File: src/design/pgae_pkg.sv
// Shared constants, types and widths for the playback gain and echo reference block.
package pgae_pkg;

	localparam int BLOCK_SAMPLES = 480;
	localparam int DELAY_BLOCKS  = 3;
	localparam int LINE_DEPTH    = BLOCK_SAMPLES * DELAY_BLOCKS;
	localparam int PTR_W         = $clog2(LINE_DEPTH);
	localparam int SLOT_W        = $clog2(BLOCK_SAMPLES);
	localparam int CNT_W         = $clog2(BLOCK_SAMPLES + 1);

	localparam int SAMPLE_W    = 16;
	localparam int GAIN_W      = 11;
	localparam int THRESH_W    = 15;
	localparam int IDLE_W      = 14;
	localparam int STAT_W      = 32;
	localparam int CFG_INDEX_W = 2;
	localparam int CFG_DATA_W  = 15;
	localparam int GAIN_SHIFT  = 10;

	localparam logic [GAIN_W-1:0]   GAIN_RESET   = GAIN_W'(512);
	localparam logic [THRESH_W-1:0] THRESH_RESET = THRESH_W'(32);
	localparam logic [IDLE_W-1:0]   IDLE_RESET   = IDLE_W'(1000);
	localparam logic [IDLE_W-1:0]   IDLE_GATE    = IDLE_W'(500);
	localparam logic [IDLE_W-1:0]   IDLE_CAP     = IDLE_W'(10000);
	localparam int                  BLOCK_MS     = 10;

	localparam logic [CFG_INDEX_W-1:0] REG_VOLUME_GAIN       = CFG_INDEX_W'(0);
	localparam logic [CFG_INDEX_W-1:0] REG_AUDIBLE_THRESHOLD = CFG_INDEX_W'(1);

	typedef struct packed {
		logic [IDLE_W-1:0] idle_ms;
		logic [STAT_W-1:0] underrun_count;
		logic [STAT_W-1:0] silence_total_ms;
		logic [STAT_W-1:0] longest_gap_ms;
		logic [STAT_W-1:0] audible_total_ms;
		logic [STAT_W-1:0] played_count;
	} stats_t;

	typedef struct packed {
		logic signed [SAMPLE_W-1:0] speaker_sample;
		logic signed [SAMPLE_W-1:0] mic_out;
		logic signed [SAMPLE_W-1:0] echo_reference;
		logic                       block_end;
		stats_t                     stats;
	} result_t;

endpackage

File: src/design/pgae_outq.sv
// Two-entry result queue between the pipeline and the output channel.
module pgae_outq
	import pgae_pkg::*;
(
	input  logic    clk,
	input  logic    arst_n,
	input  logic    push,
	input  result_t push_data,
	input  logic    pop,
	output logic    not_empty,
	output logic    [1:0] count,
	output result_t head
);

	result_t   entry_q [2];
	logic      wr_q;
	logic      rd_q;
	logic [1:0] count_q;

	always_ff @(posedge clk) begin
		if (push) begin
			entry_q[wr_q] <= push_data;
		end
	end

	always_ff @(posedge clk or negedge arst_n) begin
		if (!arst_n) begin
			wr_q    <= 1'b0;
			rd_q    <= 1'b0;
			count_q <= '0;
		end else begin
			if (push) begin
				wr_q <= ~wr_q;
			end
			if (pop) begin
				rd_q <= ~rd_q;
			end
			count_q <= count_q + 2'(push) - 2'(pop);
		end
	end

	assign not_empty = count_q != '0;
	assign count     = count_q;
	assign head      = entry_q[rd_q];

endmodule

File: config.mk
export PLATFORM = sky130hd
export DESIGN_NAME = pgae_outq
export DESIGN_NICKNAME = d
export VERILOG_FILES = /design/src/design/pgae_pkg.sv /design/src/design/pgae_outq.sv
export SDC_FILE = /design/constraint.sdc
export NUM_CORES = 1
export LEC_CHECK = 0
export BUFFER_PORTS_ARGS = -buffer_cell sky130_fd_sc_hd__buf_2
export CORE_AREA = 2 2 198 200
export CTS_CLUSTER_SIZE = 24
export DETAILED_ROUTE_END_ITERATION = 8
export DIE_AREA = 0 0 200 202
export PLACE_DENSITY = 0.83
export SLEW_MARGIN = 15
export SYNTH_ARGS = -nofsm -noshare
export SYNTH_HDL_FRONTEND = slang
export SYNTH_SLANG_ARGS = --single-unit
File: constraint.sdc
create_clock -name clk -period 10.5 [get_ports clk]
set_clock_uncertainty 0.2 [all_clocks]
set_input_delay 0.525 -clock clk [delete_from_list [all_inputs] [get_ports clk]]
set_output_delay 0.525 -clock clk [all_outputs]
set_load 0.02 [all_outputs]
==> results of run 1 <==
==> Yosys cell counts <==
cell,n
buf_6,19
xor2_1,2
edfxtp_1,446
xor3_1,1
ha_1,2
inv_1,2
buf_2,6
or2_2,1
dfrtp_1,4
mux2_2,63
and2_1,1
mux2_4,160
nor2b_1,1
==> per-stage QoR <==
step	cell area, sq um	power (mW)	setup WS (ns)	util [%]	hold slack [ns]
after floorplan	16940	4.091	3.529	-	0.02941
after global placement	19690	4.546	6.908	51.42	0.1349
after detailed placement	19690	4.596	6.820	51.42	0.1359
after CTS	23420	6.245	6.471	61.16	0.1059
after global routing	23430	6.472	6.366	61.19	0.1644
final	23430	6.230	6.520	61.19	0.1691
==> cell type report <==
type                            count  area, sq um  share of cell area [%]
Inverter                            2        7.507                 0.03204
Clock buffer                       62         1295                   5.527
Antenna cell                        5        12.51                 0.05340
Tap cell                          518        648.1                   2.766
Timing Repair Buffer              685         4589                   19.59
Multi-Input combinational cell    231         3207                   13.69
Clock inverter                     22        172.7                  0.7370
Sequential cell                   450        13500                   57.61
==> sequential cells by signal (all words and copies together), names as in the netlist <==
| name | cells |
|---|---|
| entry_q | 446 |
| rd_q | 1 |
| count | 2 |
| wr_q | 1 |
==> critical path: cells and delay by family (launching register included) <==
| kind | cells | cell delay [ns] |
|---|---|---|
| flip-flops | 1 | 1.08 |
| multiplexers | 1 | 0.44 |
| buffers and inverters | 2 | 1.10 |
==> per-layer routing <==
layer	part of all wire, %	track usage [%]
met5	0	0
met4	4.3	10.03
met3	7.2	4.822
met2	52	34.31
met1	36	20.19
==> cells by family after synthesis <==
family | Yosys count
XOR/XNOR | 3
adder cells (fa/ha/maj) | 2
buffers and inverters | 27
flip-flops | 450
multiplexers | 223
AND/OR/NAND/NOR | 3
==> report_power, final <==
group / switching (mW) / leakage, nW / internal (mW)
sequential: 0.147 / 4.23 / 2.39
clock: 0.661 / 0.713 / 0.917
combinational: 1.19 / 4.38 / 0.921
==> worst paths after layout <==
path / end / from / cells after the start / slack [ns]
max: head[49] / rd_q / 3 / 6.52
max reg2reg: entry_q[0][49] / wr_q / 3 / 7.05
min reg2reg: wr_q / wr_q / 1 / 0.39
min: count[0] / arst_n / 2 / 0.17
max in group asynchronous: rd_q / arst_n / 2 / 9.78
min in group clk: wr_q / wr_q / 1 / 0.39
==> impl_metrics.yaml, run 1 <==
status:
  status: "finished, final reports clean"
floorplan:
  floorplan.initialDensity_pct: 44.25
  die_h_um: 202
  ios: 453
  placementRows: 72
  die-area_sq_mm: 0.04040
  die_x_um: 200
  core-area_sq_mm: 0.03829
clocking:
  htree_levels: 2
  cts_tree: "yes"
  cts_sinks: 450
  post_cts_buffers: 0
  cts_resized: 0
  clk_path_buf_depth: 3
  root_buffer: "clkbuf_16"
  clock_latency_ns: 0.56
  clkSlewWorstSetupHoldPaths_ns: 0.07
  postCtsHoldBufs: 226
  cts_made_buffers: 46
synth:
  synth-compound-area-share_pct: 0
  syn_inst: 708
  synthAdderAreaFrac_pct: 0.1477
  postSynthAreaPerCell_sq_um: 23.93
  synth-simple-area-share_pct: 0.1108
  yosysWarningCount: 0
  synth-seq-cells: 450
  synth.area.mux_share_pct: 18.37
  synth_nets: 937
  synth_largest_area_cell: "edfxtp_1"
  synth_top_family_by_area: "multiplexers"
  syn-cell-area_sq_mm: 0.01694
  synth_area_leaders: "edfxtp_1, mux2_4, mux2_2, buf_6, dfrtp_1"
  synth-xor-area-share_pct: 0.2437
  seq_area_frac_synth_pct: 79.65
  yosys.cell_types.count: 13
  synth_top_area_share_pct: 79.05
finish:
  nNetsFinal: 1645
  area_growth_syn_to_layout_pct: 38.29
  most-common-layout-cells: "buf_2, edfxtp_1, dlygate4sd3_1, mux2_4, mux2_2"
  layout_commonest_cell: "buf_2"
  n_fill_cell: 2585
  drive_above_1_share_pct: 51.79
  layoutNonFillerInstCount: 1975
placement:
  dp_hpwl_mm: 22.51
  place_inst: 1660
  portBuffers: 452
  gp_congestion: 0.7552
route:
  wl_per_cell_um: 20.22
  drtPass1Iterations: 5
  drc: 0
  drtIter0Drc: 486
  routed_wirelength_mm: 39.93
  ant_nets: 0
  viasPerCell: 4.796
  vias: 9473
timing:
  min_period_ns: 3.980
  tns_ns: 0
  max_freq_mhz: 251.3
  drv_slew: 0
  fin_crit_sh_pct: 37.90
  setup_viol: 0
  rsz0062_at_grt: "no"
  finalHoldViolCount: 0
  maxSlewHeadroom_pct: 25.78
  worst_slew_pin_slew_ns: 1.113
power_and_ir_drop:
  p_per_area_mw_per_mm2: 265.9
  vdd_drop_max_uv: 323.4
  p_leak_nw: 9.329
worst_setup_path:
  cp-end-kind: "output port"
  slowest_stage: "dfrtp_4"
  crit_fanout: 62
  arrival_ns: 3.25
  crit_chain: "buf_4 > mux2_2 > buf_2"
  critPathMaxStageDelay_ns: 1.08
  critPathRequiredTime_ns: 9.78
  worstSetupStartpointType: "flip-flop"
  critPathKind: "reg -> out"
global_routing:
  grt_use_total_pct: 18.99
  antenna_found_initial: 5
  grt_pass1_vias: 10390
  grt_max_degree: 157
  grt.overflow.total: 0
  grt_pass1_wl_mm: 57.55
hold_path:
  hp-class: "in -> async"
job:
  drv_cap: 0
Power figures use the tool's default switching activity.
==> run 2, diff against run 1 <==
Settings changed: PLACE_DENSITY 0.83 to 0.8.
Clock period 10.5 ns to 4 ns, I/O delays scaled along.
==> impl_metrics.yaml, run 2 (same netlist as run 1, synthesis figures left out) <==
status:
  status: "finished, final reports clean"
finish:
  nNetsFinal: 1664
  largest-register: "entry_q"
  most-common-layout-cells: "buf_2, edfxtp_1, dlygate4sd3_1, mux2_4, mux2_2"
  largest_reg_flops: 446
  drive_above_1_share_pct: 51.94
  postLayoutCellArea_sq_mm: 0.02360
  utilization_pct: 61.63
  layout_commonest_cell: "buf_2"
  area_growth_syn_to_layout_pct: 39.28
timing:
  min_period_ns: 3.010
  fin_crit_sh_pct: 75.24
  finalHoldViolCount: 0
  drv_slew: 0
  setup_ws_ns: 0.9903
  maxSlewHeadroom_pct: 37.58
  max_freq_mhz: 332.3
  timing.hold.ws_ns: 0.1548
  setup_viol: 0
  rsz0062_at_grt: "no"
  worst_slew_pin_slew_ns: 0.9363
clocking:
  cts_sinks: 450
  cts_tree: "yes"
  clk_path_buf_depth: 3
  cts_resized: 0
  htree_levels: 2
  clock_latency_ns: 0.57
  root_buffer: "clkbuf_16"
  cts_made_buffers: 46
  clkSlewWorstSetupHoldPaths_ns: 0.06
  post_cts_buffers: 0
floorplan:
  die_x_um: 200
  ios: 453
  die-area_sq_mm: 0.04040
  floorplan.initialDensity_pct: 44.25
  core-area_sq_mm: 0.03829
  die_h_um: 202
  placementRows: 72
route:
  vias: 9575
  viasPerCell: 4.802
  ant_nets: 0
  drtIter0Drc: 398
  drc: 0
  routed_wirelength_mm: 40.94
  drtPass1Iterations: 4
  wl_per_cell_um: 20.53
power_and_ir_drop:
  vdd_drop_max_uv: 582.0
  p_per_area_mw_per_mm2: 693.3
  p_leak_nw: 9.417
worst_setup_path:
  arrival_ns: 2.61
  worst-r2r-setup-slack_ns: 1.82
  worstSetupStartpointType: "flip-flop"
  crit_fanout: 46
  critPathKind: "reg -> out"
  cp-end-kind: "output port"
  critPathRequiredTime_ns: 3.60
global_routing:
  antenna_found_initial: 9
  grt.overflow.total: 0
  grt_pass1_wl_mm: 59.77
  grt_max_degree: 62
  grt_use_total_pct: 19.84
  grt_pass1_vias: 10610
placement:
  place_area_sq_mm: 0.01992
  place_ws_ns: 1.584
  dp_hpwl_mm: 24.51
  portBuffers: 452
  gp_congestion: 0.7607
job:
  drv_cap: 0
hold_path:
  hp-class: "in -> reg"
-- run 2: area by class of cell --
type | count | area, sq um
Fill cell | 2567 | 14690
Sequential cell | 450 | 13500
Timing Repair Buffer | 704 | 4835
Multi-Input combinational cell | 231 | 3207
Clock buffer | 55 | 1206
Tap cell | 518 | 648.1
Clock inverter | 27 | 178.9
Antenna cell | 7 | 17.52
Inverter | 2 | 7.507
-- run 2: critical path, cell delays in order (launching register included) --
cell and delay, ns:
dfrtp_4 1.04, buf_4 0.44, mux2_2 0.40, buf_2 0.16
-- run 2: layer usage --
layer,global-route usage [%],vias up,share of wire (%)
met2,36.55,441,54
met3,5.056,104,6.8
met1,21.32,4725,36
met4,8.439,4,3.8
met5,0,-,0.051
li1,-,4301,-
-- run 2: metrics by stage --
step                total power [mW]  std cells  TNS [ns]
floorplan                      10.63        708    -79.44
global placement               12.08       1678         0
detailed placement             12.21       1678         0
CTS                            16.39       1987         0
global route                   17.00       1993         0
finish                         16.36       1994         0
-- run 2: worst paths after layout --
path	start	to	cells after the start
worst max-delay path	rd_q	head[32]	3
worst min-delay path	push_data[45]	entry_q[1][45]	2
worst max register to register	wr_q	entry_q[1][215]	2
worst min register to register	wr_q	wr_q	1
max in group asynchronous	arst_n	rd_q	3
min in group asynchronous	arst_n	wr_q	3
-- run 2: report_power, final --
part	leakage (nW)	internal, mW	switching, mW	total (mW)
clock network	0.673	2.27	1.73	4.00
logic	4.51	2.54	3.19	5.73
registers	4.23	6.25	0.380	6.63
-- run 2: what timing repair did --
item,CTS,global route
endpoints found under the setup margin,0,0
hold endpoints to repair,454,0
hold buffers,227,0
