**src/design/pgae_pkg.sv**
```systemverilog
// Shared constants, types and widths for the playback gain and echo reference block.
package pgae_pkg;

	localparam int BLOCK_SAMPLES = 480;
	localparam int DELAY_BLOCKS  = 3;
	localparam int LINE_DEPTH    = BLOCK_SAMPLES * DELAY_BLOCKS;
	localparam int PTR_W         = $clog2(LINE_DEPTH);
	localparam int SLOT_W        = $clog2(BLOCK_SAMPLES);
	localparam int CNT_W         = $clog2(BLOCK_SAMPLES + 1);

	localparam int SAMPLE_W    = 16;
	localparam int GAIN_W      = 11;
	localparam int THRESH_W    = 15;
	localparam int IDLE_W      = 14;
	localparam int STAT_W      = 32;
	localparam int CFG_INDEX_W = 2;
	localparam int CFG_DATA_W  = 15;
	localparam int GAIN_SHIFT  = 10;

	localparam logic [GAIN_W-1:0]   GAIN_RESET   = GAIN_W'(512);
	localparam logic [THRESH_W-1:0] THRESH_RESET = THRESH_W'(32);
	localparam logic [IDLE_W-1:0]   IDLE_RESET   = IDLE_W'(1000);
	localparam logic [IDLE_W-1:0]   IDLE_GATE    = IDLE_W'(500);
	localparam logic [IDLE_W-1:0]   IDLE_CAP     = IDLE_W'(10000);
	localparam int                  BLOCK_MS     = 10;

	localparam logic [CFG_INDEX_W-1:0] REG_VOLUME_GAIN       = CFG_INDEX_W'(0);
	localparam logic [CFG_INDEX_W-1:0] REG_AUDIBLE_THRESHOLD = CFG_INDEX_W'(1);

	typedef struct packed {
		logic [IDLE_W-1:0] idle_ms;
		logic [STAT_W-1:0] underrun_count;
		logic [STAT_W-1:0] silence_total_ms;
		logic [STAT_W-1:0] longest_gap_ms;
		logic [STAT_W-1:0] audible_total_ms;
		logic [STAT_W-1:0] played_count;
	} stats_t;

	typedef struct packed {
		logic signed [SAMPLE_W-1:0] speaker_sample;
		logic signed [SAMPLE_W-1:0] mic_out;
		logic signed [SAMPLE_W-1:0] echo_reference;
		logic                       block_end;
		stats_t                     stats;
	} result_t;

endpackage

```
**src/design/pgae_gain.sv**
```systemverilog
// Playback gain: sample times gain over 1024, truncated toward zero and saturated.
module pgae_gain
	import pgae_pkg::*;
(
	input  logic signed [SAMPLE_W-1:0] sample,
	input  logic                       present,
	input  logic        [GAIN_W-1:0]   gain,
	output logic signed [SAMPLE_W-1:0] scaled
);

	localparam int PROD_W = SAMPLE_W + GAIN_W + 1;
	localparam int QUOT_W = PROD_W - GAIN_SHIFT;

	logic signed [SAMPLE_W-1:0] sample_eff;
	logic signed [PROD_W-1:0]   prod;
	logic signed [PROD_W-1:0]   biased;
	logic signed [QUOT_W-1:0]   quot;

	localparam logic signed [QUOT_W-1:0] SAT_MAX = QUOT_W'((1 << (SAMPLE_W - 1)) - 1);
	localparam logic signed [QUOT_W-1:0] SAT_MIN = -QUOT_W'(1 << (SAMPLE_W - 1));

	always_comb begin
		sample_eff = present ? sample : '0;
		prod       = PROD_W'(sample_eff) * $signed({1'b0, gain});
		// round toward zero for negative products
		biased     = prod[PROD_W-1] ? prod + PROD_W'((1 << GAIN_SHIFT) - 1) : prod;
		quot       = QUOT_W'(biased >>> GAIN_SHIFT);
		if (quot > SAT_MAX) begin
			scaled = SAT_MAX[SAMPLE_W-1:0];
		end else if (quot < SAT_MIN) begin
			scaled = SAT_MIN[SAMPLE_W-1:0];
		end else begin
			scaled = quot[SAMPLE_W-1:0];
		end
	end

endmodule

```
**config.mk**
```make
export PLATFORM = sky130hd
export DESIGN_NAME = pgae_gain
export DESIGN_NICKNAME = d
export VERILOG_FILES = /design/src/design/pgae_pkg.sv /design/src/design/pgae_gain.sv
export SDC_FILE = /design/constraint.sdc
export NUM_CORES = 1
export LEC_CHECK = 0
export BUFFER_PORTS_ARGS = -buffer_cell sky130_fd_sc_hd__buf_2
export CAP_MARGIN = 30
export CORE_MARGIN = 2
export CORE_UTILIZATION = 25
export DETAILED_ROUTE_END_ITERATION = 12
export GPL_ROUTABILITY_DRIVEN = 0
export SLEW_MARGIN = 30
export SYNTH_ARGS = -nofsm -noshare
export SYNTH_HDL_FRONTEND = slang
export SYNTH_SLANG_ARGS = --single-unit
```
**constraint.sdc**
```tcl
create_clock -name vclk -period 9
set_input_delay 0.9 -clock vclk [all_inputs]
set_output_delay 0.9 -clock vclk [all_outputs]
set_load 0.02 [all_outputs]
```
==> flow_summary.ini, run 1 <==
[status]
status = completed

[finish]
n_clock_buffer = 0
seqCellArea_um2 = 0
syn_to_final_growth_pct = 7.79
multi_input_comb_area_mm2 = 0.00665
design.seq.count = 0
final_util_pct = 27.5
layout-drive-gt1-share_pct = 8.13
n_fill_cell = 3235
n_antenna_cell = 0
instances_no_fill = 1313
final_nets = 1176
fin_area_mm2 = 0.00820

[route]
drcViolationCount = 0
via_count = 6173
post_drt_wl_per_cell_um = 14.0
drtIter0Drc = 350
ant_nets = 0
dr.pass1.iters = 5
finalWirelength_um = 18400
viasPerCell = 4.70

[flow_run]
cap_violations = 0

[synthesis]
ys_types = 61
synth.most_common_cell = inv_1
synth_top_area_share_pct = 42.4
ys_seq_area_share_pct = 0
yosys_warnings = 0
yosysTopAreaCell = fa_1
synth_common_cells = inv_1, fa_1, nand2_1
synth_area_leaders = fa_1, inv_1, ha_1, nand2_1, and3_1
syn_nets = 1169
postSynthCellCount = 918
netlist_area_mm2 = 0.00761
syn_area_per_cell_um2 = 8.29

[placement]
place.port_buffers = 44
dp_hpwl_um = 15900
dp.cells = 1313
placed_area_mm2 = 0.00819

[pwr]
ir_drop_mv = 0.234
pwr-share-comb_pct = 100.0
internal-power_mw = 1.05
pwr-share-clk_pct = 0
p_sw_share_pct = 63.8
powerDensity_mw_per_mm2 = 354
p_switching_mw = 1.85
pwr-share-seq_pct = 0
p_leak_nw = 4.18

[clock_network]
post_cts_buffers = 0

[sta]
hold_viol_final = 0
worst_pin_slew_ps = 675
holdWs_ps = 2970
drv_slew = 0
post-route-period-util_pct = 93.9
tns_ps = 0
fin_crit_ps = 8450
rsz0062_at_grt = false
max_freq_mhz = 118
max_slew_margin_pct = 54.6
setup_viol = 0

[setup_path]
path_class = input pin to primary output
cp_max_fo = 58
start_kind = input pin
worstSetupEndpointType = primary output
worstPathRequired_ps = 8100
arrival_ps = 7550

[global_routing]
gr-total-overflow = 0
grt_max_degree = 59
grt_pass1_vias = 6612
grt_first_pass_wirelength_um = 32000
antenna_found_initial = 0
track_usage_pct = 12.2

[floorplanning]
num_io_pins = 44
start_util_pct = 25.5
fp-row-count = 63
core-area_mm2 = 0.0298
die-width_um = 178
die-area_mm2 = 0.0319
die_h_um = 178

[hold_path]
hold_class = input pin to primary output
## routing by layer
metal	track usage (%)	wire (µm)
met1	17.0	8380
met2	21.1	9030
met3	0.980	797
met4	1.52	235
met5	0	0
## cells in the final DEF (no fill, tap or decap), drive strengths merged, types with 6 or more instances in the layout
| cell | n |
|---|---|
| inv | 210 |
| fa | 161 |
| nand2 | 135 |
| and3 | 63 |
| ha | 62 |
| buf | 50 |
| a21oi | 31 |
| and2 | 20 |
| nor2 | 20 |
| xnor2 | 18 |
| o21ai | 18 |
| xor2 | 13 |
| o211ai | 11 |
| a211oi | 9 |
| nand3 | 8 |
| nand4 | 8 |
| a31oi | 8 |
| o31ai | 7 |
| nor3 | 6 |
## final cells by class
cell class | instances | share of cell area, %
Inverter | 210 | 9.61
Tap cell | 390 | 5.95
Multi-Input combinational cell | 662 | 81.1
Timing Repair Buffer | 51 | 3.36
## what timing repair did
item | CTS | global route
endpoints found under the setup margin | 0 | 15
hold buffers | 0 | 0
resized for setup | 0 | 3
hold endpoints to repair | 0 | 0
## final timing paths
path      start        end  slack, ps  cells past startpoint
max     present  scaled[1]        550                     22
min   sample[0]  scaled[0]       2970                      9
## critical path, stage by stage
cell,delay (ps)
clkbuf_4,370
buf_4,310
and2_1,300
nand2_1,120
fa_1,470
fa_1,610
inv_1,60
ha_1,310
fa_1,530
inv_1,50
fa_1,530
inv_1,40
ha_1,390
o211ai_2,140
o211ai_2,290
a21boi_1,190
o32ai_1,360
xor2_1,380
and4_1,320
a41oi_4,280
a311oi_1,340
buf_2,210
## power by group through the flow
stage | registers [mW] | logic [mW] | clock network (mW)
global route | 0 | 3.26 | 0
detailed placement | 0 | 2.88 | 0
global placement | 0 | 2.85 | 0
CTS | 0 | 2.89 | 0
floorplan | 0 | 2.22 | 0
finish | 0 | 2.90 | 0
## per-stage QoR
| step | power, mW | worst slack, ps |
|---|---|---|
| 5_1_grt | 3.26 | 12.4 |
| 6_report | 2.90 | 546 |
| 2_1_floorplan | 2.22 | 1190 |
| 4_1_cts | 2.89 | 155 |
| 3_5_place_dp | 2.88 | 165 |
| 3_3_place_gp | 2.85 | 304 |
## logic make-up (layout without fill, tap and decap cells)
logic type / Yosys count / in the layout / share of synthesized area, %
simple gates: 283 / 283 / 18.4
buf+inv: 256 / 261 / 12.8
fa+ha+maj: 223 / 223 / 52.5
compound gates: 122 / 122 / 12.1
xor+xnor: 31 / 31 / 3.77
mux: 3 / 3 / 0.411
(Power assumes the default switching activity.)
==> run 2, diff against run 1 <==
--- a/config.mk
+++ b/config.mk
@@ -7,7 +7,6 @@
 export LEC_CHECK = 0
 export BUFFER_PORTS_ARGS = -buffer_cell sky130_fd_sc_hd__buf_2
 export CAP_MARGIN = 30
-export CORE_MARGIN = 2
 export CORE_UTILIZATION = 25
 export DETAILED_ROUTE_END_ITERATION = 12
 export GPL_ROUTABILITY_DRIVEN = 0
==> flow_summary.ini, run 2 (synthesized netlist as in run 1, its figures left out) <==
[setup_path]
cp_num_buf_inv = 6
cp_max_fo = 50
path_class = input pin to primary output
worstPathRequired_ps = 8100
cp_cell_sequence = clkbuf_4, buf_4, and2_1, nand2_1, fa_1, fa_1, inv_1, ha_1, fa_1, inv_1, fa_1, inv_1, ha_1, a21oi_1, o21ai_4, a21boi_1, xor2_1, nor4_4, and4_1, a41oi_4, a311oi_1, buf_2
start_kind = input pin
arrival_ps = 7570
crit_top_cell = fa_1
worstSetupEndpointType = primary output
max_stage_delay_ps = 530
critPathTopFamily = adder cells
cp_slowest_cell = fa_1

[floorplanning]
core-area_mm2 = 0.0298
die-width_um = 176
start_util_pct = 25.5
die-area_mm2 = 0.0311
die_h_um = 176
fp-row-count = 63
num_io_pins = 44

[finish]
mostFrequentLayoutCell = inv_1
multi_input_comb_area_mm2 = 0.00666
layout-drive-gt1-share_pct = 8.23
seqCellArea_um2 = 0
design.seq.count = 0
n_clock_buffer = 0
n_fill_cell = 3260
final_nets = 1177
layout_common_cells = inv_1, fa_1, nand2_1, and3_1, ha_1
syn_to_final_growth_pct = 7.94
n_antenna_cell = 0

[global_routing]
antenna_found_initial = 0
track_usage_pct = 12.4
gr-total-overflow = 0
grt_pass1_vias = 6604
grt_max_degree = 51
grt_first_pass_wirelength_um = 32000

[sta]
hold_viol_final = 0
drv_slew = 0
worst_pin_slew_ps = 648
max_freq_mhz = 118
tns_ps = 0
setup_viol = 0
post-route-period-util_pct = 94.1
max_slew_margin_pct = 56.5
fin_crit_ps = 8470
setup_slack_ps = 532
rsz0062_at_grt = false

[hold_path]
hold_class = input pin to primary output

[clock_network]
post_cts_buffers = 0
cts-resized-gates = 0
hold_buffers = 0

[route]
drtIter0Drc = 362
viasPerCell = 4.67
dr.pass1.iters = 4
ant_nets = 0
post_drt_wl_per_cell_um = 13.8
via_count = 6137
drcViolationCount = 0
finalWirelength_um = 18200

[pwr]
powerDensity_mw_per_mm2 = 352
ir_drop_mv = 0.317
p_leak_nw = 4.19

[status]
status = completed

[placement]
place.port_buffers = 44
place_worst_setup_slack_ps = 233
dp_hpwl_um = 15700

[flow_run]
cap_violations = 0
-- run 2: cell count changes in the layout (fill, tap and decap cells not counted) --
cell / before / now
and2_2: 1 / 0
nor3_1: 6 / 5
and2_1: 19 / 20
buf_4: 7 / 8
nor3_2: 0 / 1
-- run 2: where the power goes --
group	switching [mW]	internal [mW]
registers	0	0
logic	1.84	1.05
clock network	0	0
-- run 2: final timing paths --
check / start / to / slack, ps / cells after the start
worst max-delay path: present / scaled[12] / 530 / 22
worst min-delay path: sample[0] / scaled[0] / 2880 / 9
-- run 2: area by class of cell --
class	instances	area share, %
multi-input combinational	662	81.0
inverter	210	9.60
timing repair buffer	52	3.44
tap	390	5.94
-- run 2: tightest hold or removal path, cell delays in order --
cell      delay [ps]
buf_2            180
and3_1           170
nor4_1            70
inv_1            110
nor4_1            80
xnor2_1          130
nor2_1           110
a211oi_2          60
buf_2            150
-- run 2: routing by layer --
layer | share of wire [%] | vias to the layer above | track usage (%)
li1 | - | 2917 | -
met1 | 47 | 3084 | 16.9
met2 | 49 | 123 | 22.4
met3 | 3.8 | 13 | 0.840
met4 | 0.75 | 0 | 0.970
met5 | 0 | - | 0
-- run 2: stage by stage --
stage	power, mW	hold WS, ps	instance area (µm²)	utilization, %	cells
6_report	2.89	2880	8210	27.6	1314
3_3_place_gp	2.83	2900	8190	27.5	1314
3_5_place_dp	2.86	2900	8190	27.5	1314
4_1_cts	2.87	2900	8190	27.5	1314
5_1_grt	3.25	2980	8210	27.6	1314
2_1_floorplan	2.22	2430	7610	-	918
==> run 3, diff against run 2 <==
--- a/config.mk
+++ b/config.mk
@@ -7,9 +7,11 @@
 export LEC_CHECK = 0
 export BUFFER_PORTS_ARGS = -buffer_cell sky130_fd_sc_hd__buf_2
 export CAP_MARGIN = 30
+export CORE_MARGIN = 2
 export CORE_UTILIZATION = 25
 export DETAILED_ROUTE_END_ITERATION = 12
 export GPL_ROUTABILITY_DRIVEN = 0
+export REMOVE_ABC_BUFFERS = 1
 export SLEW_MARGIN = 30
 export SYNTH_ARGS = -nofsm -noshare
 export SYNTH_HDL_FRONTEND = slang
==> flow_summary.ini, run 3 (synthesized netlist as in run 1, its figures left out) <==
[global_routing]
antenna_found_initial = 0
grt_max_degree = 46
grt_pass1_vias = 6479
track_usage_pct = 12.4
grt_first_pass_wirelength_um = 32300
gr-total-overflow = 0

[setup_path]
cp_max_fo = 45
worstPathRequired_ps = 8100
worstSetupEndpointType = primary output
arrival_ps = 7520
path_class = input pin to primary output
start_kind = input pin

[finish]
fin_area_mm2 = 0.00818
layout_common_cells = inv_1, fa_1, nand2_1, and3_1, ha_1
seqCellArea_um2 = 0
n_clock_buffer = 0
final_util_pct = 27.5
layout-drive-gt1-share_pct = 7.71
n_fill_cell = 3239
n_antenna_cell = 0
design.seq.count = 0
multi_input_comb_area_mm2 = 0.00665
syn_to_final_growth_pct = 7.55
mostFrequentLayoutCell = inv_1
final_nets = 1174

[sta]
max_freq_mhz = 119
max_slew_margin_pct = 54.1
tns_ps = 0
setup_viol = 0
fin_crit_ps = 8420
holdWs_ps = 2890
worst_pin_slew_ps = 684
post-route-period-util_pct = 93.5
drv_slew = 0
rsz0062_at_grt = false
setup_slack_ps = 582
hold_viol_final = 0

[placement]
placed_area_mm2 = 0.00817
dp_hpwl_um = 15800
place_worst_setup_slack_ps = 294
place.port_buffers = 44

[route]
dr.pass1.iters = 5
drcViolationCount = 0
viasPerCell = 4.62
ant_nets = 0
post_drt_wl_per_cell_um = 13.9
finalWirelength_um = 18200
via_count = 6054
drtIter0Drc = 290

[floorplanning]
core-area_mm2 = 0.0298
start_util_pct = 25.5
die_h_um = 178
num_io_pins = 44
die-width_um = 178
fp-row-count = 63
die-area_mm2 = 0.0319

[pwr]
ir_drop_mv = 0.239
powerDensity_mw_per_mm2 = 353
p_leak_nw = 4.17

[clock_network]
hold_buffers = 0

[flow_run]
cap_violations = 0

[hold_path]
hold_class = input pin to primary output

[status]
status = completed
-- run 3: cell count changes in the layout (fill, tap and decap cells not counted), sizes merged --
| cell | delta |
|---|---|
| buf | -3 |
-- run 3: through the flow --
step,power [mW],std cells
after CTS,2.91,1311
after floorplan,2.16,872
after global placement,2.88,1311
after global routing,3.28,1311
after detailed placement,2.89,1311
final,2.89,1311
-- run 3: routing by layer --
layer	wire length (µm)	GRT usage [%]	share of wire (%)
met3	616	0.384	3.4
met2	9670	23.5	53
met4	208	1.36	1.1
met5	0	0	0
met1	7740	16.1	42
-- run 3: path summary, 6_finish.rpt --
check	depth (start not counted)	slack, ps	start	endpoint
setup / recovery	21	580	present	scaled[1]
hold / removal	9	2890	sample[0]	scaled[0]
-- run 3: timing repair --
| item | in CTS | in global routing |
|---|---|---|
| resized for setup | 0 | 2 |
| setup endpoints to repair | 0 | 15 |
| setup buffers | 0 | 0 |
-- run 3: power breakdown --
part	switching (mW)	internal [mW]	total [mW]
logic	1.83	1.06	2.89
registers	0	0	0
clock network	0	0	0
total	1.83	1.06	2.89
-- run 3: area by class of cell --
class | count | area share (%)
inverter | 210 | 9.63
tap | 390 | 5.96
multi-input combinational | 662 | 81.2
timing repair buffer | 49 | 3.18
-- run 3: critical path: stages --
cell	delay [ps]
clkbuf_4	340
and2_1	440
nand2_1	140
fa_1	510
fa_1	510
inv_1	50
fa_1	470
fa_1	560
inv_1	60
fa_1	560
inv_1	50
ha_1	390
o211ai_1	150
nor2_1	220
a31oi_2	200
o311ai_1	390
a31oi_1	260
nor3_1	370
a41oi_4	310
a311oi_1	360
buf_2	220
