--- src/design/pgae_pkg.sv ---
// Shared constants, types and widths for the playback gain and echo reference block.
package pgae_pkg;

	localparam int BLOCK_SAMPLES = 480;
	localparam int DELAY_BLOCKS  = 3;
	localparam int LINE_DEPTH    = BLOCK_SAMPLES * DELAY_BLOCKS;
	localparam int PTR_W         = $clog2(LINE_DEPTH);
	localparam int SLOT_W        = $clog2(BLOCK_SAMPLES);
	localparam int CNT_W         = $clog2(BLOCK_SAMPLES + 1);

	localparam int SAMPLE_W    = 16;
	localparam int GAIN_W      = 11;
	localparam int THRESH_W    = 15;
	localparam int IDLE_W      = 14;
	localparam int STAT_W      = 32;
	localparam int CFG_INDEX_W = 2;
	localparam int CFG_DATA_W  = 15;
	localparam int GAIN_SHIFT  = 10;

	localparam logic [GAIN_W-1:0]   GAIN_RESET   = GAIN_W'(512);
	localparam logic [THRESH_W-1:0] THRESH_RESET = THRESH_W'(32);
	localparam logic [IDLE_W-1:0]   IDLE_RESET   = IDLE_W'(1000);
	localparam logic [IDLE_W-1:0]   IDLE_GATE    = IDLE_W'(500);
	localparam logic [IDLE_W-1:0]   IDLE_CAP     = IDLE_W'(10000);
	localparam int                  BLOCK_MS     = 10;

	localparam logic [CFG_INDEX_W-1:0] REG_VOLUME_GAIN       = CFG_INDEX_W'(0);
	localparam logic [CFG_INDEX_W-1:0] REG_AUDIBLE_THRESHOLD = CFG_INDEX_W'(1);

	typedef struct packed {
		logic [IDLE_W-1:0] idle_ms;
		logic [STAT_W-1:0] underrun_count;
		logic [STAT_W-1:0] silence_total_ms;
		logic [STAT_W-1:0] longest_gap_ms;
		logic [STAT_W-1:0] audible_total_ms;
		logic [STAT_W-1:0] played_count;
	} stats_t;

	typedef struct packed {
		logic signed [SAMPLE_W-1:0] speaker_sample;
		logic signed [SAMPLE_W-1:0] mic_out;
		logic signed [SAMPLE_W-1:0] echo_reference;
		logic                       block_end;
		stats_t                     stats;
	} result_t;

endpackage

--- src/design/pgae_stats.sv ---
// Block activity statistics: gap, underrun, idle, audible and played counters.
module pgae_stats
	import pgae_pkg::*;
(
	input  logic                       clk,
	input  logic                       arst_n,
	input  logic                       accept,
	input  logic signed [SAMPLE_W-1:0] sample,
	input  logic                       present,
	input  logic        [THRESH_W-1:0] threshold,
	output logic                       last,
	output stats_t                     stats_nx
);

	logic [SLOT_W-1:0] slot_q;
	logic [CNT_W-1:0]  cnt_q;
	logic              short_q;
	logic              audible_q;
	logic              gap_open_q;
	logic [STAT_W-1:0] gap_len_q;
	stats_t            stats_q;

	logic                  gap_open_nx;
	logic [STAT_W-1:0]     gap_len_nx;
	logic [STAT_W-1:0]     gap_len_inc;
	logic [SAMPLE_W:0]     ext;
	logic [SAMPLE_W:0]     mag;
	logic                  short_now;
	logic                  audible_now;
	logic [CNT_W-1:0]      cnt_now;

	always_comb begin
		last        = slot_q == SLOT_W'(BLOCK_SAMPLES - 1);
		ext         = {sample[SAMPLE_W-1], sample};
		mag         = ext[SAMPLE_W] ? (SAMPLE_W+1)'(0) - ext : ext;
		short_now   = short_q | ~present;
		audible_now = audible_q | (present & (mag > {2'b00, threshold}));
		cnt_now     = cnt_q + CNT_W'(present);
		gap_len_inc = gap_len_q + STAT_W'(BLOCK_MS);

		stats_nx    = stats_q;
		gap_open_nx = gap_open_q;
		gap_len_nx  = gap_len_q;
		if (last) begin
			if (short_now && stats_q.idle_ms < IDLE_GATE) begin
				if (!gap_open_q) begin
					stats_nx.underrun_count = stats_q.underrun_count + 1'b1;
				end
				gap_open_nx               = 1'b1;
				gap_len_nx                = gap_len_inc;
				stats_nx.silence_total_ms = stats_q.silence_total_ms + STAT_W'(BLOCK_MS);
				if (gap_len_inc > stats_q.longest_gap_ms) begin
					stats_nx.longest_gap_ms = gap_len_inc;
				end
			end else begin
				gap_open_nx = 1'b0;
				gap_len_nx  = '0;
			end
			if (audible_now) begin
				stats_nx.idle_ms          = '0;
				stats_nx.audible_total_ms = stats_q.audible_total_ms + STAT_W'(BLOCK_MS);
			end else if (!short_now && stats_q.idle_ms < IDLE_CAP) begin
				stats_nx.idle_ms = stats_q.idle_ms + IDLE_W'(BLOCK_MS);
			end
			stats_nx.played_count = stats_q.played_count + STAT_W'(cnt_now);
		end
	end

	always_ff @(posedge clk or negedge arst_n) begin
		if (!arst_n) begin
			slot_q     <= '0;
			cnt_q      <= '0;
			short_q    <= 1'b0;
			audible_q  <= 1'b0;
			gap_open_q <= 1'b0;
			gap_len_q  <= '0;
			stats_q    <= '{idle_ms: IDLE_RESET, default: '0};
		end else if (accept) begin
			if (last) begin
				slot_q    <= '0;
				cnt_q     <= '0;
				short_q   <= 1'b0;
				audible_q <= 1'b0;
			end else begin
				slot_q    <= slot_q + 1'b1;
				cnt_q     <= cnt_now;
				short_q   <= short_now;
				audible_q <= audible_now;
			end
			gap_open_q <= gap_open_nx;
			gap_len_q  <= gap_len_nx;
			stats_q    <= stats_nx;
		end
	end

endmodule

--- config.mk ---
export PLATFORM = sky130hd
export DESIGN_NAME = pgae_stats
export DESIGN_NICKNAME = d
export VERILOG_FILES = /design/src/design/pgae_pkg.sv /design/src/design/pgae_stats.sv
export SDC_FILE = /design/constraint.sdc
export NUM_CORES = 1
export LEC_CHECK = 0
export BUFFER_PORTS_ARGS = -buffer_cell sky130_fd_sc_hd__buf_2
export CORE_MARGIN = 3
export CORE_UTILIZATION = 55
export CTS_CLUSTER_DIAMETER = 120
export DETAILED_ROUTE_END_ITERATION = 10
export PLACE_DENSITY = 0.76
export REMOVE_ABC_BUFFERS = 1
export SYNTH_ARGS = -nofsm -noshare
export SYNTH_HDL_FRONTEND = slang
export SYNTH_SLANG_ARGS = --single-unit
--- constraint.sdc ---
create_clock -name clk -period 8.2 [get_ports clk]
set_clock_uncertainty 0.1 [all_clocks]
set_input_delay 0.82 -clock clk [delete_from_list [all_inputs] [get_ports clk]]
set_output_delay 0.82 -clock clk [all_outputs]
set_load 0.01 [all_outputs]
==> impl_summary.txt, run 1 <==
----------------------------------------------------
[Clocking]
  TritonCTS sink count ... 224
  CTS max path bufs ... 3
  # hold bufs at CTS ... 0
  Clock slew at the register clock pins of the worst setup and hold paths ... 0.07 ns
  H-tree depth ... 1
  Clock buffer count from CTS ... 26
  Number of cells upsized or downsized after cts ... 0
  Count of buffers added by post-CTS timing repair for setup ... 0
  Clock latency at the later pin of the worst-skew pair ... 0.52 ns
  TritonCTS clock tree ... built
  CTS Root Cell ... clkbuf_16

[Placement]
  Worst-case setup slack after placement ... 2.29 ns
  RD Place Congestion ... 0.863
  Placed instance count ... 2,079
  Count of input and output buffers ... 207
  Detailed Place HPWL ... 24,900 um

[Yosys]
  Yosys top cell area share ... 37.1%
  Number of enable flip-flop cells after synthesis ... 0
  Total of warnings raised by yosys ... 0
  Post-synth cell types ... 65
  Most used standard cell by instance count after synthesis ... dfrtp_1
  Average cell area after synthesis ... 9.18 um^2
  Async SR Flop Fraction ... 100%
  Flop and latch count out of synthesis ... 224
  Synthesized cell area ... 14,700 um^2
  Post-synth top area cell ... dfrtp_1
  Synthesized netlist cell count ... 1,602
  Cell types with the highest counts after synthesis ... dfrtp_1, xnor2_1, nand2_1, nand3_1, nor2_1
  Predominant post-synthesis flop cell ... dfrtp_1
  Seq/Total Area, Yosys ... 38.1%
  Synth area leaders ... dfrtp_1, xnor2_1, ha_1

[Detailed routing]
  Starting DRT DRC Count ... 786
  Final antenna-violating net count ... 0
  Overall via count from detail_route ... 12,000
  Total Routed Length ... 34,400 um
  Routed wire length per instance ... 16.2 um
  First drt pass iteration count ... 5
  Vias per inst ... 5.66
  DRC viols ... 0

[Run status]
  Run status ... completed

[Power]
  Cell Pwr Density ... 150 nW/um^2
  Switch share ... 24.9%
  Leakage ... 8.18 nW
  Net load switching power ... 0.627 mW
  Max IR drop VDD ... 0.000135 V
  Part of the total power dissipated in combinational logic ... 8.7%
  Fraction of power consumed by the clock network ... 44.9%
  Sequential group share of total power ... 46.4%
  Power Internal ... 1.89 mW

[Critical path]
  Nature of the critical path endpoint ... output port
  Worst reg2reg path endpoint ... stats_q[93]$_DFFE_PN0P_
  Peak fanout along the critical path ... 32
  Worst endpoint required time ... 7.28 ns
  Data arrival, critical path ... 5.67 ns
  Worst setup SP type ... flop
  Critical path class ... flop to output port
  CP Launch Point ... gap_len_q[1]$_DFFE_PN0P_
  Worst setup slack for register-to-register paths ... 3.10 ns
  Worst setup path endpoint ... stats_nx[72]
  FF-to-FF path depth ... 16
  Startpoint of the worst register-to-register path ... gap_len_q[1]$_DFFE_PN0P_

[Finish]
  Inserted Diodes ... 0
  Layout cells sized above 1 ... 20.2%
  Non-filler instance count after layout ... 2,126
  Number of nets at the end of the flow ... 1,872
  Area growth, synth to finish ... 14.5%

[Timing]
  Number of max-slew violations in the final report ... 0
  Sum of negative setup slack ... 0 ns
  Fmax achieved ... 152 MHz
  Number of endpoints failing setup at the final stage ... 0
  Worst Tran Pin Value ... 1.06 ns
  Remaining max-slew budget at the tightest pin ... 29.1%
  Final Hold Slack ... 0.235 ns
  Final Critical Period ... 6.59 ns
  Worst Setup Slack, final ... 1.61 ns
  Endpoints failing hold ... 0
  Unrepaired setup endpoints after global routing ... no
  Final Cycle Share ... 80.3%

[Floorplan]
  Placement Rows ... 59
  Area of the placeable core ... 26,200 um^2
  Width of the die ... 170 um
  DIE HEIGHT ... 170 um
  Die ar. ... 28,800 um^2
  Top-level I/O count ... 210
  Starting utilization of the core area ... 56.1%

[GRT]
  Wire length of the first global-routing pass ... 57,500 um
  Met3 track utilization from global routing ... 3.54%
  GRT busiest layer ... met2
  Vias in the first global route ... 11,600
  Total GRT Usage ... 23.7%
  Global-route track usage on met2 ... 40.2%
  Met1 Usage GRT ... 32.4%
  Largest net degree at the start of global routing ... 94
  Number of antenna violations at the first check in global routing ... 0
  GRT overflow ... 0

[Flow run]
  Maxcap violations ... 0

[Worst hold path]
  Worst hold path type ... input port to async pin

----------------------------------------------------
==> critical path: stages, from the launching register on <==
cell	delay, ns
dfrtp_1	0.45
ha_1	0.26
o211ai_1	0.10
nor4_1	0.39
buf_4	0.21
nand2_1	0.08
nor2_1	0.29
nand3_1	0.14
xnor2_1	0.41
ha_1	0.23
nand4_1	0.12
or4_1	0.57
o2bb2ai_1	0.17
a211oi_1	0.06
a21o_1	0.22
a21oi_4	0.85
mux2_2	0.43
buf_2	0.15
==> metrics by stage <==
| step | total power [mW] | area [um^2] | util (%) |
|---|---|---|---|
| floorplan | 1.32 | 14400 | - |
| global placement | 1.40 | 16000 | 61.0 |
| detailed placement | 1.41 | 16000 | 61.0 |
| CTS | 2.56 | 16800 | 64.3 |
| global route | 2.64 | 16800 | 64.3 |
| finish | 2.52 | 16800 | 64.3 |
==> power groups by stage <==
stage	Clock, mW	Sequential, mW	Combinational (mW)
2_1_floorplan	0	1.18	0.139
3_3_place_gp	0	1.18	0.213
3_5_place_dp	0	1.19	0.221
4_1_cts	1.17	1.17	0.222
5_1_grt	1.21	1.17	0.253
6_report	1.13	1.17	0.220
==> layout make-up <==
cell class              count  area [um^2]
fillers                  2190         9360
clock buffers              39          801
multi-input cells        1218         8500
well taps                 335          419
flip-flops and latches    224         5610
inverters                  79          297
repair buffers            223         1170
clock inverters             8         48.8
==> registers in the layout, summed over array words and instances, names as in the netlist <==
signal,cells
gap_len_q,31
short_q,1
audible_q,1
gap_open_q,1
stats_q,172
cnt_q,9
slot_q,9
==> routing by layer <==
metal,wire length (um),share of wire [%],up-vias
met5,0,0,-
met4,635,1.8,0
met3,1610,4.7,48
met2,16600,48,300
met1,15600,45,5798
li1,-,-,5885
==> kinds of logic (layout without fill, tap and decap cells) <==
family	after synthesis	in the layout	synth area share (%)
mux	71	71	5.39
xor+xnor	290	290	17.3
other cells	1	2	0.0255
flops	224	224	38.1
buf+inv	161	349	4.45
compound gates	186	186	8.56
simple gates	604	604	20.6
fa+ha+maj	65	65	5.58
==> cells in the final DEF, fill, tap and decap left out, drive strengths merged, types with 31 or more instances in the layout <==
cell / n
buf: 223
dfrtp: 218
xnor2: 215
nand2: 172
nand3: 101
nor2: 91
inv: 79
xor2: 75
mux2: 66
ha: 64
nand4: 60
o21ai: 59
nor3: 48
clkbuf: 39
and3: 38
a21oi: 31
==> worst min path at each step <==
| stage | start | end |
|---|---|---|
| 2_1_floorplan | slot_q[4]$_DFFE_PN0P_ | slot_q[4]$_DFFE_PN0P_ |
| 3_3_place_gp | slot_q[4]$_DFFE_PN0P_ | slot_q[4]$_DFFE_PN0P_ |
| 3_5_place_dp | slot_q[4]$_DFFE_PN0P_ | slot_q[4]$_DFFE_PN0P_ |
| 4_1_cts | arst_n | stats_q[47]$_DFFE_PN0P_ |
| 5_1_grt | arst_n | stats_q[61]$_DFFE_PN0P_ |
| 6_report | arst_n | stats_q[61]$_DFFE_PN0P_ |
No activity file was read; power rests on OpenSTA's default activity.
==> run 2, diff against run 1 <==
--- a/config.mk
+++ b/config.mk
@@ -7,10 +7,10 @@
 export LEC_CHECK = 0
 export BUFFER_PORTS_ARGS = -buffer_cell sky130_fd_sc_hd__buf_2
 export CORE_MARGIN = 3
-export CORE_UTILIZATION = 55
+export CORE_UTILIZATION = 53
 export CTS_CLUSTER_DIAMETER = 120
 export DETAILED_ROUTE_END_ITERATION = 10
-export PLACE_DENSITY = 0.76
+export PLACE_DENSITY = 0.77
 export REMOVE_ABC_BUFFERS = 1
 export SYNTH_ARGS = -nofsm -noshare
 export SYNTH_HDL_FRONTEND = slang
==> constraint.sdc (replaced) <==
create_clock -name clk -period 5.83 [get_ports clk]
set_clock_uncertainty 0.1 [all_clocks]
set_input_delay 0.583 -clock clk [delete_from_list [all_inputs] [get_ports clk]]
set_output_delay 0.583 -clock clk [all_outputs]
set_load 0.01 [all_outputs]
==> impl_summary.txt, run 2 (same netlist as run 1, synthesis figures left out) <==
----------------------------------------------------
[Run status]
  Run status ... finished, violations left
  Failing checks ... hold timing

[Finish]
  Most flops, register ... stats_q
  Layout cells sized above 1 ... 20.6% (+0.36 points)
  Largest regs ... stats_q x172, gap_len_q x31
  Post-route core utilization ... 62.7% (-1.6 points)
  Inserted Diodes ... 0 (unchanged)
  Number of nets at the end of the flow ... 1,874 (+0.11%)
  Most common library cell in the layout ignoring fill and taps ... dfrtp_1
  Number of flip-flops under the largest register name ... 172 (unchanged)
  Commonest cells after routing, fill and taps aside ... dfrtp_1, xnor2_1, buf_2
  Fillcell total ... 2,245 (+2.5%)
  Area of all placed cells without fillers ... 17,000 um^2 (+0.89%)
  Area growth, synth to finish ... 15.5%

[Timing]
  Number of max-slew violations in the final report ... 0 (unchanged)
  Final Hold Slack ... -0.00923 ns (-0.244 ns)
  Remaining max-slew budget at the tightest pin ... 26.8% (-2.3 points)
  Final Critical Period ... 5.48 ns
  Worst Tran Pin Value ... 1.09 ns (+0.0305 ns)
  Fmax achieved ... 182 MHz
  Sum of negative setup slack ... 0 ns (unchanged)
  Final Cycle Share ... 94.1%
  Endpoints failing hold ... 3 (+3)
  Worst Setup Slack, final ... 0.346 ns (-1.27 ns)
  Number of endpoints failing setup at the final stage ... 0 (unchanged)

[Detailed routing]
  Total Routed Length ... 36,100 um (+4.7%)
  Final antenna-violating net count ... 0 (unchanged)
  First drt pass iteration count ... 5 (unchanged)
  Starting DRT DRC Count ... 796 (+1.3%)
  Vias per inst ... 5.65 (-0.17%)
  Overall via count from detail_route ... 12,200 (+1.7%)
  DRC viols ... 0 (unchanged)
  Routed wire length per instance ... 16.7 um (+2.8%)

[Floorplan]
  Starting utilization of the core area ... 54.3% (-1.9 points)
  Area of the placeable core ... 27,100 um^2 (+3.4%)
  DIE HEIGHT ... 173 um (+1.8%)
  Placement Rows ... 60 (+1.7%)
  Die ar. ... 29,800 um^2 (+3.6%)
  Top-level I/O count ... 210 (unchanged)
  Width of the die ... 173 um (+1.8%)

[Placement]
  Detailed Place HPWL ... 25,300 um (+1.5%)
  Worst-case setup slack after placement ... 0.665 ns (-1.62 ns)
  Cell area after placement ... 16,100 um^2 (+0.54%)
  Count of input and output buffers ... 207 (unchanged)
  RD Place Congestion ... 0.861 (-0.23%)

[Critical path]
  Nature of the critical path endpoint ... output port
  Worst path cell trace ... ha_1 > o211ai_1 > nor4_2 > nand2_1 > nor2_4 > nand3_1 > xnor2_1 > buf_4 > ha_1 > nand4_1 > or4_1 > o2bb2ai_1 > a211oi_1 > a21o_1 > a21oi_4 > buf_12 > mux2_2 > buf_2
  Data arrival, critical path ... 4.80 ns (-0.87 ns)
  Worst path slowest cell ... or4_1
  Cell seen most often among critical-path stages ... ha_1
  Worst endpoint required time ... 5.15 ns (-2.13 ns)
  Worst setup SP type ... flop
  Critical path class ... flop to output port
  Largest stage delay on the critical path ... 0.57 ns (-0.28 ns)
  Peak fanout along the critical path ... 32 (unchanged)

[Power]
  Part of the total power dissipated in combinational logic ... 8.5% (-0.2 points)
  Sequential group share of total power ... 45.2% (-1.2 points)
  Cell Pwr Density ... 214 nW/um^2 (+43%)
  Max IR drop VDD ... 0.000211 V (+57%)
  Fraction of power consumed by the clock network ... 46.3% (+1.4 points)
  Net load switching power ... 0.905 mW (+44%)
  Power Internal ... 2.73 mW (+45%)
  Leakage ... 8.23 nW (+0.57%)
  Switch share ... 24.9% (-0.032 points)

[Clocking]
  CTS Root Cell ... clkbuf_16
  Clock slew at the register clock pins of the worst setup and hold paths ... 0.06 ns (about the same)
  # hold bufs at CTS ... 0 (unchanged)
  CTS max path bufs ... 3 (unchanged)
  TritonCTS clock tree ... built
  H-tree depth ... 1 (unchanged)
  Clock latency at the later pin of the worst-skew pair ... 0.53 ns (about the same)
  Clock buffer count from CTS ... 26 (unchanged)
  Number of cells upsized or downsized after cts ... 0 (unchanged)
  Count of buffers added by post-CTS timing repair for setup ... 0 (unchanged)
  TritonCTS sink count ... 224 (unchanged)

[GRT]
  GRT overflow ... 0 (unchanged)
  Number of antenna violations at the first check in global routing ... 0 (unchanged)
  Vias in the first global route ... 12,000 (+3.0%)
  Total GRT Usage ... 23.2% (-0.49 points)
  Wire length of the first global-routing pass ... 59,800 um (+4.0%)
  Largest net degree at the start of global routing ... 118 (+26%)

[Flow run]
  Maxcap violations ... 0 (unchanged)

[Worst hold path]
  Worst hold path type ... input port to async pin

----------------------------------------------------
==> run 2: cell count changes in the layout (fill, tap and decap cells not counted), sizes merged <==
cell,change
clkbuf,-1
clkinvlp,-1
clkinv,+1
bufinv,+2
buf,+2
==> run 2: path summary, 6_finish.rpt <==
check / cells past startpoint / start / slack (ns) / to
max in group asynchronous: 2 / arst_n / 4.51 / stats_q[145]$_DFFE_PN0P_
min in group clk: 1 / slot_q[4]$_DFFE_PN0P_ / 0.37 / slot_q[4]$_DFFE_PN0P_
worst max-delay path: 18 / gap_len_q[1]$_DFFE_PN0P_ / 0.35 / stats_nx[88]
worst min register to register: 1 / slot_q[4]$_DFFE_PN0P_ / 0.37 / slot_q[4]$_DFFE_PN0P_
worst min-delay path: 1 / arst_n / -0.009 / stats_q[63]$_DFFE_PN0P_
worst max register to register: 16 / gap_len_q[1]$_DFFE_PN0P_ / 1.09 / stats_q[67]$_DFFE_PN0P_
==> run 2: final cells by class <==
type / count / area (um^2) / area share, %
inverters: 79 / 297 / 1.74
clock inverters: 10 / 103 / 0.604
flip-flops and latches: 224 / 5610 / 33.0
multi-input cells: 1218 / 8520 / 50.2
clock buffers: 38 / 787 / 4.63
repair buffers: 225 / 1210 / 7.10
well taps: 372 / 465 / 2.74
==> run 2: worst max-delay path: cells and delay by family, from the launching register on <==
family,cells,cell delay [ns]
adders and majority gates,2,0.54
AOI/OAI and AO/OA,5,0.75
buffers and inverters,3,0.52
and+or+nand+nor,6,1.51
xor gates and xnor gates,1,0.14
muxes,1,0.37
DFF,1,0.44
==> run 2: stage by stage <==
step	std cells	total power [mW]
2_1_floorplan	1521	1.86
4_1_cts	2166	3.67
3_3_place_gp	2118	1.97
3_5_place_dp	2118	1.98
6_report	2166	3.64
5_1_grt	2166	3.79
==> run 2: routing by layer <==
metal	global-route usage [%]	vias to the layer above	part of all wire, %
met4	7.16	0	2.9
met1	31.4	5951	45
met2	38.7	313	48
li1	-	5894	-
met5	0	-	0
met3	3.60	78	4.6
==> run 2: power by group through the flow <==
stage               Sequential [mW]  Clock, mW  Combinational, mW
floorplan                      1.66          0              0.196
global route                   1.65       1.78              0.352
finish                         1.64       1.69              0.309
detailed placement             1.67          0              0.311
CTS                            1.64       1.72              0.312
global placement               1.67          0              0.300
==> run 3, diff against run 2 <==
--- a/config.mk
+++ b/config.mk
@@ -5,13 +5,16 @@
 export SDC_FILE = /design/constraint.sdc
 export NUM_CORES = 1
 export LEC_CHECK = 0
+export ABC_CLOCK_PERIOD_IN_PS = 5830
 export BUFFER_PORTS_ARGS = -buffer_cell sky130_fd_sc_hd__buf_2
 export CORE_MARGIN = 3
 export CORE_UTILIZATION = 53
 export CTS_CLUSTER_DIAMETER = 120
 export DETAILED_ROUTE_END_ITERATION = 10
+export GPL_TIMING_DRIVEN = 0
 export PLACE_DENSITY = 0.77
 export REMOVE_ABC_BUFFERS = 1
+export SLEW_MARGIN = 25
 export SYNTH_ARGS = -nofsm -noshare
 export SYNTH_HDL_FRONTEND = slang
 export SYNTH_SLANG_ARGS = --single-unit
==> impl_summary.txt, run 3 (same netlist as run 1, synthesis figures left out) <==
----------------------------------------------------
[Timing]
  Final Critical Period ... 5.63 ns (+0.150 ns)
  Number of endpoints failing setup at the final stage ... 0 (unchanged)
  Worst Setup Slack, final ... 0.196 ns (-0.150 ns)
  Sum of negative setup slack ... 0 ns (unchanged)
  Remaining max-slew budget at the tightest pin ... 39.4% (+13 points)
  Fmax achieved ... 177 MHz (-2.7%)
  Endpoints failing hold ... 0 (-3)
  Final Cycle Share ... 96.6% (+2.6 points)
  Worst Tran Pin Value ... 0.900 ns (-0.192 ns)
  Number of max-slew violations in the final report ... 0 (unchanged)

[Critical path]
  FF-to-FF path depth ... 17 (+1)
  Nature of the critical path endpoint ... output port
  Worst setup slack for register-to-register paths ... 0.70 ns (-0.39 ns)
  Peak fanout along the critical path ... 7 (-78%)
  Worst setup SP type ... flop
  CP Launch Point ... gap_len_q[1]$_DFFE_PN0P_
  Critical path class ... flop to output port
  Data arrival, critical path ... 4.95 ns (+0.15 ns)
  Worst endpoint required time ... 5.15 ns (about the same)
  Startpoint of the worst register-to-register path ... gap_len_q[1]$_DFFE_PN0P_
  Worst setup path endpoint ... stats_nx[92]
  Worst reg2reg path endpoint ... stats_q[75]$_DFFE_PN0P_

[Clocking]
  TritonCTS clock tree ... built
  TritonCTS sink count ... 224 (unchanged)
  Clock latency at the later pin of the worst-skew pair ... 0.53 ns (about the same)
  Clock slew at the register clock pins of the worst setup and hold paths ... 0.06 ns (about the same)
  CTS Root Cell ... clkbuf_16
  CTS max path bufs ... 3 (unchanged)
  H-tree depth ... 1 (unchanged)
  Clock buffer count from CTS ... 26 (unchanged)

[Detailed routing]
  First drt pass iteration count ... 5 (unchanged)
  Routed wire length per instance ... 16.2 um (-2.6%)
  Vias per inst ... 5.63 (-0.37%)
  Starting DRT DRC Count ... 823 (+3.4%)
  Final antenna-violating net count ... 0 (unchanged)
  DRC viols ... 0 (unchanged)
  Total Routed Length ... 35,200 um (-2.4%)
  Overall via count from detail_route ... 12,200 (-0.24%)

[Finish]
  Layout cells sized above 1 ... 20.6% (+0.077 points)
  Most flops, register ... stats_q
  Fillcell total ... 2,219 (-1.2%)
  Most common library cell in the layout ignoring fill and taps ... dfrtp_1
  Area of all placed cells without fillers ... 17,100 um^2 (+0.65%)
  Number of flip-flops under the largest register name ... 172 (unchanged)
  Largest regs ... stats_q x172, gap_len_q x31
  Area growth, synth to finish ... 16.2%
  Inserted Diodes ... 0 (unchanged)
  Number of nets at the end of the flow ... 1,877 (+0.16%)
  Commonest cells after routing, fill and taps aside ... dfrtp_1, xnor2_1, buf_2

[Power]
  Leakage ... 8.25 nW (+0.30%)
  Power, Total ... 3.53 mW (-2.9%)
  Max IR drop VDD ... 0.000187 V (-11%)
  Cell Pwr Density ... 207 nW/um^2 (-3.6%)

[Floorplan]
  Top-level I/O count ... 210 (unchanged)
  DIE HEIGHT ... 173 um (unchanged)
  Placement Rows ... 60 (unchanged)
  Starting utilization of the core area ... 54.3% (unchanged)
  Area of the placeable core ... 27,100 um^2 (unchanged)
  Width of the die ... 173 um (unchanged)
  Die ar. ... 29,800 um^2 (unchanged)

[Placement]
  Worst-case setup slack after placement ... -0.305 ns (-0.970 ns)
  Count of input and output buffers ... 207 (unchanged)
  Detailed Place HPWL ... 25,300 um (-0.19%)
  RD Place Congestion ... 0.846 (-1.7%)
  Cell area after placement ... 16,200 um^2 (+0.58%)

[GRT]
  GRT overflow ... 0 (unchanged)
  Wire length of the first global-routing pass ... 59,300 um (-0.92%)
  Total GRT Usage ... 23.1% (-0.093 points)
  Number of antenna violations at the first check in global routing ... 0 (unchanged)
  Vias in the first global route ... 11,800 (-1.5%)
  Largest net degree at the start of global routing ... 85 (-28%)

[Run status]
  Run status ... completed

[Flow run]
  Maxcap violations ... 0 (unchanged)

[Worst hold path]
  Worst hold path type ... input port to flop

----------------------------------------------------
==> run 3: changes by cell type in the layout (fill, tap and decap cells not counted), moves of 4 or more <==
cell      before  now
buf_16         0    5
buf_4         16   12
clkbuf_1       4   12
clkinv_2       7    2
==> run 3: final cells by class <==
cell class / count / area (um^2) / area share (%)
multi-input cells: 1218 / 8570 / 50.1
flip-flops and latches: 224 / 5610 / 32.8
repair buffers: 228 / 1330 / 7.75
clock buffers: 46 / 817 / 4.78
well taps: 372 / 465 / 2.72
inverters: 79 / 297 / 1.73
clock inverters: 2 / 10.0 / 0.0585
==> run 3: power breakdown <==
| part | leakage (nW) | total, mW | switching [mW] | internal, mW |
|---|---|---|---|---|
| registers | 3.04 | 1.64 | 0.0471 | 1.60 |
| logic | 4.81 | 0.314 | 0.195 | 0.119 |
| clock network | 0.405 | 1.57 | 0.635 | 0.940 |
==> run 3: worst min-delay path by stage <==
stage / startpoint / endpoint / slack (ns) / cells after the start
2_1_floorplan: arst_n / audible_q$_DFFE_PN0P_ / 0.19 / 0
3_3_place_gp: slot_q[4]$_DFFE_PN0P_ / slot_q[4]$_DFFE_PN0P_ / 0.36 / 1
3_5_place_dp: stats_q[17]$_DFFE_PN0P_ / stats_q[17]$_DFFE_PN0P_ / 0.37 / 1
4_1_cts: present / short_q$_DFFE_PN0P_ / 0.37 / 4
5_1_grt: present / short_q$_DFFE_PN0P_ / 0.40 / 4
6_report: present / short_q$_DFFE_PN0P_ / 0.38 / 4
==> run 3: repair_timing <==
action / 4_1_cts / 5_1_grt
pin swaps: 2 / 2
resized for setup: 4 / 8
endpoints found under the setup margin: 47 / 32
gates cloned: 0 / 0
buffers inserted: 2 / 1
hold buffers: 1 / 0
hold endpoints to repair: 72 / 0
==> run 3: critical path: stages, from the launching register on <==
cell and delay [ns]:
dfrtp_2 0.43, ha_2 0.24, o211ai_1 0.14, nor4_4 0.27, buf_4 0.19, nand2_1 0.09, nor2_2 0.22, nand3_1 0.15
xnor2_2 0.19, ha_1 0.31, nand4_1 0.11, or4_1 0.58, o2bb2ai_1 0.19, a211oi_1 0.09, a21o_1 0.25, a21oi_4 0.28
buf_4 0.22, mux2_2 0.33, buf_2 0.15
==> run 3: per-layer routing <==
| layer | up-vias | share of wire [%] | global-route usage [%] |
|---|---|---|---|
| li1 | 5891 | - | - |
| met1 | 5954 | 45 | 31.9 |
| met2 | 309 | 48 | 39.3 |
| met3 | 53 | 4.7 | 2.96 |
| met4 | 0 | 2.0 | 5.04 |
| met5 | - | 0 | 0 |
==> run 3: metrics by stage <==
stage / hold slack [ns] / util (%) / cells
CTS: 0.368 / 63.0 / 2168
global route: 0.397 / 63.1 / 2169
finish: 0.381 / 63.1 / 2169
global placement: 0.359 / 58.5 / 2100
floorplan: 0.187 / - / 1521
detailed placement: 0.370 / 59.7 / 2117
